===== src/design/mdvs_ram.sv =====
// Generic simple dual-port RAM, one write and one registered read per cycle.
// No dependencies.
module mdvs_ram #(
	parameter int WIDTH = 32,
	parameter int DEPTH = 8
) (
	input  logic                                 clk,
	input  logic                                 we,
	input  logic [(DEPTH > 1 ? $clog2(DEPTH) : 1)-1:0] waddr,
	input  logic [WIDTH-1:0]                     wdata,
	input  logic [(DEPTH > 1 ? $clog2(DEPTH) : 1)-1:0] raddr,
	output logic [WIDTH-1:0]                     rdata
);
	logic [WIDTH-1:0] mem [DEPTH];

	always_ff @(posedge clk) begin
		if (we)
			mem[waddr] <= wdata;
		rdata <= mem[raddr];
	end
endmodule


===== config.mk =====
export PLATFORM = sky130hd
export DESIGN_NAME = mdvs_ram
export DESIGN_NICKNAME = d
export VERILOG_FILES = /design/src/design/mdvs_ram.sv
export SDC_FILE = /design/constraint.sdc
export NUM_CORES = 1
export LEC_CHECK = 0
export BUFFER_PORTS_ARGS = -buffer_cell sky130_fd_sc_hd__buf_4
export CORE_MARGIN = 2
export CORE_UTILIZATION = 50
export CTS_BUF_LIST = sky130_fd_sc_hd__clkbuf_8
export DETAILED_ROUTE_END_ITERATION = 10
export GPL_TIMING_DRIVEN = 0
export PLACE_DENSITY = 0.68
export SLEW_MARGIN = 20
export SYNTH_ARGS = -nofsm -noshare
export SYNTH_HDL_FRONTEND = slang
export SYNTH_SLANG_ARGS = --single-unit

===== constraint.sdc =====
create_clock -name clk -period 7.1 [get_ports clk]
set_input_delay 0 -clock clk [delete_from_list [all_inputs] [get_ports clk]]
set_output_delay 0 -clock clk [all_outputs]
set_load 0.02 [all_outputs]

Yosys cells after proc, flatten, opt, wreduce, memory -nomap -nowiden. Memory sizes are Yosys's and may differ from the RTL's. A register that Yosys moved wholly into a read port is not among the register bits. Cells that the tools add are included.

Multiplexer cells: 2.

Operator list (number): 1-bit 2-to-1 mux (2).

Register bits: 0. Memory bits (writable): 256. Output and inout port bits: 32. Memories: 1.

Memory list: mem (depth 8, width 32, read ports 1, clocked after memory_dff 1, wr ports 1, line 14) `logic [WIDTH-1:0] mem [DEPTH];`.

Depth between registers and ports, before layout.
Word-level depth: 2. Gate-level depth with buffers: 4. Mapped depth without buffers: 2.

Least setup slack after synthesis. OpenSTA, ideal clock, no wires.

Path type: input-to-reg. Start: in waddr[2] in the netlist's numbering. End: mem mem[0][0] (enable). Arrival time: 2.386 ns. Data required time: 6.639 ns. Path slack: 4.253 ns. Cell stages on the path: 2. Path through: nand2b_1 nor3_1.

RTL lines: start: declaration (line 9) `input logic [(DEPTH > 1 ? $clog2(DEPTH) : 1)-1:0] waddr,`; end: declaration (line 14).

Straight into the memory's write port.

Worst setup path after layout.
Start: in waddr[0] in the netlist's numbering. End: mem mem[0][18] (enable).

Straight into the memory's write port.

==> summary.txt <==
Clock network
  – Clock transition at path regs: 0.06 ns
  – Num CTS Buffers: between 40 and 50
  – Post-CTS Setup Repair Bufs: 0
  – Clock Tree Buf Depth: 3
  – Clock root cell: clkbuf_8
  – Clk sinks: 288
  – Later-pin clock latency in the skew report: 0.54 ns
  – H-tree Lvls: 2
  – Post-cts sizing count: 0
  – CTS tree: yes

Global routing
  – Vias in the first global route: 5,120
  – Largest net degree at the start of global routing: 20
  – Antenna violations before repair: 0
  – GRT Residual Overflow: 0
  – Global-route wire length before repair: 29,040 microns
  – Total global-route track usage: between 10% and 20%

Detailed routing
  – Detail Route Antenna Nets: 0
  – DR WL/cell: 21.53 microns
  – Routed vias/inst: 5.337
  – 1st-iter DRT viols: 317
  – Final wirelength: between 15,000 and 20,000 microns
  – Drc violations: 0
  – 1st-pass router iterations: 4
  – Vias: between 4,000 and 5,000

Timing
  – Hold Vio Cnt, Final: 0
  – Tcrit/Tclk final: 29.59%
  – Skew final: 0.01461 ns
  – Setup ws final: 4.999 ns
  – Slew Limit Fails: 0
  – Setup violations, final: 0
  – Setup_tns: 0 ns
  – F_max: 476.0 MHz
  – Hold slack final: 0.01776 ns
  – Least-Margin Pin Slew: 0.8202 ns
  – Worst slew margin: 45.19%
  – Post-layout min period: 2.101 ns
  – RSZ-0062 raised after global routing: no

Power and ir drop
  – Leakage: 0.004488 uW
  – Max VDD drop: 0.0001832 V
  – Power per cell area: approximately 270 nW/um^2

Critical path
  – Startpoint types: primary input
  – Critical Path Sink Type: flop
  – Crit path kind: in2reg
  – Critical Path RT: 7.35 ns
  – Crit path DAT: 2.35 ns
  – CP Max Fanout: 6

Finish
  – Syn-to-layout area delta: 22.52%
  – Post-layout util: between 60% and 70%
  – Number of antenna diodes: 0
  – Layout cells sized above 1: 35.39%
  – Final Non-Filler Cells: 886
  – # nets final: 621

Place
  – Placer Congestion: 0.6565
  – PortBufs: 68
  – DPL Wire Length: 11,450 microns
  – Dpl cells: 769
  – Pre-CTS setup slack: 5.202 ns

Yosys
  – Register area share after synthesis: 79.57%
  – Cell taking the most area after synthesis: edfxtp_1
  – Synthesized Nets: 455
  – Area share of the largest cell type after synthesis: 73.45%
  – Syn Inst Count: slightly above 400
  – Top post-synthesis cells by area: edfxtp_1 73%, mux4_1 10%, dfxtp_1 6.1%, mux4_2 5.2%, mux2_2 3.4%
  – Cell Area, Synth: 10,470 sq um
  – Synth unique cells: 13
  – Mean area per synthesized cell: 25.22 sq um
  – FF+latch count, synth: 288
  – Ys Warns: 0

Die
  – Ports: 72
  – Initial Util: 51.39%
  – Die width: roughly 150 microns
  – Core area: 20,360 sq um
  – Num rows: 52
  – DIE HEIGHT: approximately 150 microns
  – Die area: 22,110 sq um

Status
  – Status: complete, no violations

Min path
  – Worst min path class: in2reg

Run
  – Max-cap violations: 0
==> path summary, 6_finish.rpt <==
path | from | end | slack, ns | depth (start not counted)
setup / recovery | waddr[0] | mem[0][18]$_DFFE_PP_ | 5.00 | 7
setup reg to reg | mem[3][19]$_DFFE_PP_ | rdata[19]$_DFF_P_ | 5.80 | 2
hold / removal | raddr[0] | rdata[2]$_DFF_P_ | 0.02 | 3
hold reg to reg | mem[0][2]$_DFFE_PP_ | rdata[2]$_DFF_P_ | 0.67 | 2
==> report_power, final <==
part	internal, uW	switching, uW
logic	123	118
registers	1910	15.9
clock network	644	584
total	2680	719
==> cells by family after synthesis <==
kind of cell / after synthesis / synth area share, %
buf+inv: 18 / 1.219
flops: 288 / 79.57
mux: 96 / 18.65
simple gates: 13 / 0.5619
==> per-layer routing <==
metal,vias up,global-route usage (%),wire length [microns]
met3,29,3.926,986
met2,126,30.05,9504
met4,0,5.143,259
met5,-,0,0
met1,2437,24.46,8328
li1,2137,-,-
==> metrics by stage <==
step / area (sq um) / power [uW]
final: 12820 / 3400
after global routing: 12820 / 3533
after CTS: 12820 / 3441
after detailed placement: 11640 / 2195
after global placement: 11310 / 2177
after floorplan: 10470 / 2085
==> sequential cells by signal, indices dropped and copies added, names as in the netlist <==
| register | flops |
|---|---|
| rdata | 32 |
| mem | 256 |
==> worst max-delay path, cell delays in order <==
cell           delay (ns)
dlygate4sd3_1        0.54
buf_4                0.16
nor3_2               0.33
dlygate4sd3_1        0.80
buf_6                0.19
buf_4                0.17
buf_4                0.16
==> synthesized netlist by cell type <==
library cell / n
buf_6: 7
nand2_1: 2
mux2_2: 32
mux4_1: 40
nor2_1: 6
mux4_2: 24
dfxtp_1: 32
buf_2: 6
buf_1: 4
nor3_1: 2
clkbuf_1: 1
nand2b_1: 3
edfxtp_1: 256
==> cell usage in the layout, fill, tap and decap left out <==
| cell type | Yosys | final |
|---|---|---|
| buf_1 | 4 | 4 |
| buf_16 | 0 | 7 |
| buf_2 | 6 | 6 |
| buf_4 | 0 | 73 |
| buf_6 | 7 | 11 |
| clkbuf_1 | 1 | 1 |
| clkbuf_8 | 0 | 50 |
| clkinv_1 | 0 | 6 |
| clkinv_2 | 0 | 5 |
| clkinvlp_4 | 0 | 2 |
| dfxtp_1 | 32 | 32 |
| dlygate4sd3_1 | 0 | 36 |
| edfxtp_1 | 256 | 256 |
| inv_1 | 0 | 18 |
| mux2_2 | 32 | 32 |
| mux4_1 | 40 | 40 |
| mux4_2 | 24 | 24 |
| nand2_1 | 2 | 2 |
| nand2b_1 | 3 | 3 |
| nor2_4 | 0 | 6 |
| nor3_2 | 0 | 2 |
==> cell type report <==
cell class              instances  area [sq um]
plain buffers                  18         127.6
clock buffers                  50         688.2
clock inverters                31         130.1
fillers                      1368          7541
multi-input cells             109          2066
flip-flops and latches        288          8328
well taps                     270         337.8
repair buffers                120          1146
==> timing repair <==
item / CTS / global route
endpoints found under the setup margin: 0 / 0
hold endpoints to repair: 271 / 0
hold buffers: 36 / 0
Power figures use the tool's default switching activity.
