==> src/design/mdvs_pkg.sv <==
// Package for the damped Verlet Maxwell step unit: codes and saturation helpers.
// Used by the top level and its checker; depends on nothing.
package mdvs_pkg;

	typedef enum logic [1:0] {
		FUNC_LOAD  = 2'd0,
		FUNC_START = 2'd1,
		FUNC_TICK  = 2'd2,
		FUNC_NONE  = 2'd3
	} func_t;

	typedef enum logic [2:0] {
		REG_STIFF_HIGH  = 3'd0,
		REG_INV_STIFF   = 3'd1,
		REG_DAMP_DT     = 3'd2,
		REG_DT2_MASS    = 3'd3,
		REG_DT2_HALF    = 3'd4,
		REG_ELEM_COUNT  = 3'd5
	} reg_idx_t;

	localparam int MulAW = 36;
	localparam int MulBW = 31;
	localparam int MulRW = 52;

	function automatic logic signed [31:0] sat32(input logic signed [63:0] x);
		logic signed [31:0] r;
		if (x > 64'sd2147483647)
			r = 32'sh7fffffff;
		else if (x < -64'sd2147483648)
			r = 32'sh80000000;
		else
			r = x[31:0];
		return r;
	endfunction

	function automatic logic sat_clip(input logic signed [63:0] x);
		return (x > 64'sd2147483647) || (x < -64'sd2147483648);
	endfunction

endpackage

==> src/design/mdvs_mul.sv <==
// Shared signed by unsigned multiplier with round-to-nearest Q16 shift, output registered.
// Uses mdvs_pkg for operand widths.
module mdvs_mul (
	input  logic                                  clk,
	input  logic signed [mdvs_pkg::MulAW-1:0]     a,
	input  logic        [mdvs_pkg::MulBW-1:0]     b,
	output logic signed [mdvs_pkg::MulRW-1:0]     m_q
);
	import mdvs_pkg::*;

	logic signed [MulAW+MulBW:0] prod;
	logic signed [MulAW+MulBW:0] rnd;

	always_comb begin
		prod = a * $signed({1'b0, b});
		rnd  = (prod + (MulAW+MulBW+1)'(32768)) >>> 16;
	end

	always_ff @(posedge clk) begin
		m_q <= rnd[MulRW-1:0];
	end
endmodule

==> config.mk <==
export PLATFORM = sky130hd
export DESIGN_NAME = mdvs_mul
export DESIGN_NICKNAME = d
export VERILOG_FILES = /design/src/design/mdvs_pkg.sv /design/src/design/mdvs_mul.sv
export SDC_FILE = /design/constraint.sdc
export NUM_CORES = 2
export LEC_CHECK = 0
export BUFFER_PORTS_ARGS = -buffer_cell sky130_fd_sc_hd__buf_2
export CORE_MARGIN = 5
export CORE_UTILIZATION = 65
export CTS_CLUSTER_DIAMETER = 150
export DETAILED_ROUTE_END_ITERATION = 12
export HOLD_SLACK_MARGIN = 0.05
export PLACE_DENSITY = 0.9
export SYNTH_ARGS = -nofsm -noshare
export SYNTH_HDL_FRONTEND = slang
export SYNTH_SLANG_ARGS = --single-unit
==> constraint.sdc <==
create_clock -name clk -period 10.62 [get_ports clk]
set_clock_uncertainty 0.05 [all_clocks]
set_input_delay 1.593 -clock clk [delete_from_list [all_inputs] [get_ports clk]]
set_output_delay 1.593 -clock clk [all_outputs]
set_load 0.005 [all_outputs]
## Word-level counts from Yosys, hierarchy flattened

Index checks and enable logic that the tools add are counted.

| storage, ports and cells | value |
|---|---|
| register bits after elaboration | 52 |
| bits in latches | 0 |
| memory bits (writable) | 0 |
| memory bits (read-only) | 0 |
| input bits | 68 |
| output and inout port bits | 52 |
| memories | 0 |

| operators by class | value |
|---|---|
| add/subtract/negate cells | 1 |
| multipliers | 1 |
| divide/modulo/power cells | 0 |
| $lt $le $gt $ge | 0 |
| eq/ne operators | 0 |
| shift operators | 0 |
| muxes and demuxes | 0 |
| bitwise gates (word level) | 0 |
| reduce and logical (&&, ||, !) cells | 0 |

Operators with widths:

| cell | count |
|---|---|
| $add 68x17->68 const B | 1 |
| $mul 36x32->68 | 1 |

## Longest topological paths before layout

| logic depth | value |
|---|---|
| depth after elaboration | 2 |
| mapped depth | 28 |

## Worst setup path before layout

No wires, ideal clock.

| timing path | value |
|---|---|
| kind | in2reg |
| start point | input port a[35] (netlist bit) |
| end point | register m_q[47] (netlist bit) |
| library setup time | 0.122 ns |
| data arrival time | 8.562 ns |
| required time | 10.448 ns |
| path slack | 1.887 ns |
| stages | 18 |
| cell sequence | clkbuf_1 -> nand2_1 -> fa_1 -> fa_1 -> fa_1 -> fa_1 -> inv_1 -> fa_1 -> fa_1 -> fa_1 -> fa_1 -> ha_1 -> a21o_1 -> a21o_2 -> a21oi_1 -> a211oi_4 -> o31a_1 -> o311a_1 |

| between the ends | value |
|---|---|
| longest elaborated chain between the ends | 2 |

RTL lines:

| what | line | text |
|---|---|---|
| start, declared | mdvs_mul.sv:5 | `input logic signed [mdvs_pkg::MulAW-1:0] a,` |
| $mul 36x32->68 | mdvs_mul.sv:15 | `prod = a * $signed({1'b0, b});` |
| $add 68x17->68 | mdvs_mul.sv:16 | `rnd = (prod + (MulAW+MulBW+1)'(32768)) >>> 16;` |
| via rnd[47] | mdvs_mul.sv:12 | `logic signed [MulAW+MulBW:0] rnd;` |
| end signal, assigned | mdvs_mul.sv:20 | `m_q <= rnd[MulRW-1:0];` |
| end, declared | mdvs_mul.sv:7 | `output logic signed [mdvs_pkg::MulRW-1:0] m_q` |

The timed path passes the listed nets, and every way through them passes these cells.

## Worst setup path after layout

| timing path | value |
|---|---|
| start point | input port b[2] (netlist bit) |
| end point | register m_q[48] (netlist bit) |

| between the ends | value |
|---|---|
| longest elaborated chain between the ends | 2 |

RTL lines:

| what | line | text |
|---|---|---|
| start, declared | mdvs_mul.sv:6 | `input logic [mdvs_pkg::MulBW-1:0] b,` |
| $mul 36x32->68 | mdvs_mul.sv:15 |  |
| $add 68x17->68 | mdvs_mul.sv:16 |  |
| via rnd[48] | mdvs_mul.sv:12 |  |

The timed path passes the listed nets, and every way through them passes these cells.

==> impl_metrics.toml <==
[worst_setup_path]
crit_path_start = "b[2]"
cp.required_ns = 10.82
worstSetupPathType = "primary input to flip-flop"
startpoint_type = "primary input"
end_kind = "flip-flop"
cp.arrival_ns = 9.85
critPathMaxFanout = 36
crit_end = "m_q[48]$_DFF_P_"

[final_layout]
drive_gt1_frac = 0.0375
final_cell_mix = "fa_1 (1165), inv_1 (1101), and2_1 (691)"
fin_util = 0.674
layout_commonest_cell = "fa_1"
nFillCells = 4404
reg.largest.list = "m_q x52"
largest_register_ffs = 52
fin_nets = 5667
ff_latch_area_um2 = 1040
area_delta_synth_final_pct = 2.65
multi_input_area_um2 = 34600
regMostFlops = "m_q"

[min_path]
hold_path.class = "flip-flop to primary output"
min-delay-start = "m_q[4]$_DFF_P_"

[grt]
antenna_found_initial = 9
grt_pass1_vias = 34000
gr-total-overflow = 0
grt_pass1_wl_mm = 177
grt_max_degree = 37
track_usage = 0.336

[cts]
cts_setup_buffers = 0
cts.path.max_buffers = 2
cts_sinks = 52
cts.clk_slew.worst_paths_ns = 0.08
cts.repair.resized = 0
hold_buffers = 0
clockRootBuffer = "clkbuf_16"
cts_tree = "yes"
cts-htree-levels = 2
cts_made_buffers = 5

[route]
drc = 0
first_iter_violations = 2360
avgRoutedWirePerCell_um = 21.5
routed_wl_mm = 109
ant_nets = 0
vias = 29600
first_pass_iters = 6
vias_per_cell = 5.86

[yosys]
ys_warn_count = 0
syn_area_um2 = 40600
synth-edff-count = 0
yosysTopAreaCellShare = 0.574
ys.flop_type = "dfxtp_1"
synth_area_per_cell_um2 = 9.47
yosysTopAreaCell = "fa_1"
synth_seq_cells = 52
netlist-cell-type-count = 61
async_flop_share = 0
synth_area_leaders = "fa_1 (57%), and2_1 (11%), inv_1 (10%), ha_1 (6.8%), nand2_1 (4.4%)"
syn_nets = 5746
netlist_instances = 4291
synth_seq_area_share = 0.0256

[run_status]
outcome = "finished, final reports clean"

[timing]
hold_viol_final = 0
worst_pin_slew_ns = 1.09
period_share = 0.909
period_needed_ns = 9.65
max_freq_mhz = 104
tns_ns = 0
slew_violations = 0
slew_headroom = 0.271
timing.hold.ws_ns = 2.25
setup_violations = 0
rsz0062_at_grt = "no"

[die]
rows = 91
die-area_um2 = 67600
fp.dieH_um = 260
coreArea_um2 = 61800
io_pins = 120
initial_core_util = 0.657
die_x_um = 260

[place]
dpl.hpwl_mm = 86.5
place.gp.congestion = 0.944
numPortBuffers = 119

[run]
cap_violations = 0
[logic make-up (layout without fill, tap and decap cells)]
logic type / Yosys count / after routing / share of synthesized area
AOI/OAI and AO/OA: 200 / 200 / 0.0318
xor gates and xnor gates: 62 / 62 / 0.0134
adders and majority gates: 1387 / 1387 / 0.643
buffers and inverters: 1318 / 1240 / 0.122
DFF: 52 / 52 / 0.0256
other: 0 / 9 / 0
and+or+nand+nor: 1272 / 1272 / 0.164
[Yosys cell counts (all sizes together), types with 25 or more instances]
| master | number |
|---|---|
| ha | 222 |
| xnor2 | 42 |
| a21oi | 76 |
| clkbuf | 213 |
| nand2 | 475 |
| nor2 | 40 |
| and2 | 691 |
| a21o | 25 |
| o21ai | 36 |
| inv | 1101 |
| fa | 1165 |
| dfxtp | 52 |
[cell type report]
type                            count  area share
Antenna cell                        9    0.000540
Clock buffer                        5     0.00300
Clock inverter                      3    0.000690
Inverter                         1101      0.0991
Multi-Input combinational cell   2921       0.830
Sequential cell                    52      0.0250
Tap cell                          837      0.0251
Timing Repair Buffer              131      0.0164
[metal layers]
layer	wire, um	global-route usage
met5	7	0
met3	10000	0.0540
met2	54300	0.575
met1	34500	0.386
met4	10200	0.241
[worst min path at each step]
stage                         end  depth (start not counted)
final                      m_q[4]                          1
after global routing       m_q[5]                          1
after CTS                 m_q[11]                          1
after detailed placement  m_q[37]                          1
after global placement     m_q[4]                          1
after floorplan            m_q[0]                          0
[critical path, cell delays in order]
cell and delay, ns:
buf_2 0.58, nand2_1 0.28, fa_1 0.69, fa_1 0.51, fa_1 0.70, fa_1 0.93, inv_1 0.39, fa_1 0.55
fa_1 0.51, fa_1 0.53, inv_1 0.07, fa_1 0.49, inv_1 0.04, ha_1 0.36, and4_1 0.27, nand3_1 0.11
nor2_1 0.06, a211oi_1 0.52, a211oi_1 0.22, nor3_1 0.27, xnor2_1 0.14
[metrics by stage]
stage | setup slack (ns) | instance area [um^2] | instances
floorplan | 1.89 | 40600 | 4291
global placement | 0.983 | 41500 | 5042
detailed placement | 0.723 | 41500 | 5042
CTS | 1.05 | 41700 | 5050
global route | 0.469 | 41700 | 5053
finish | 0.968 | 41700 | 5059
Power is not shown: default switching activity piles up to over one toggle a cycle in this logic, so the estimate is an artifact.
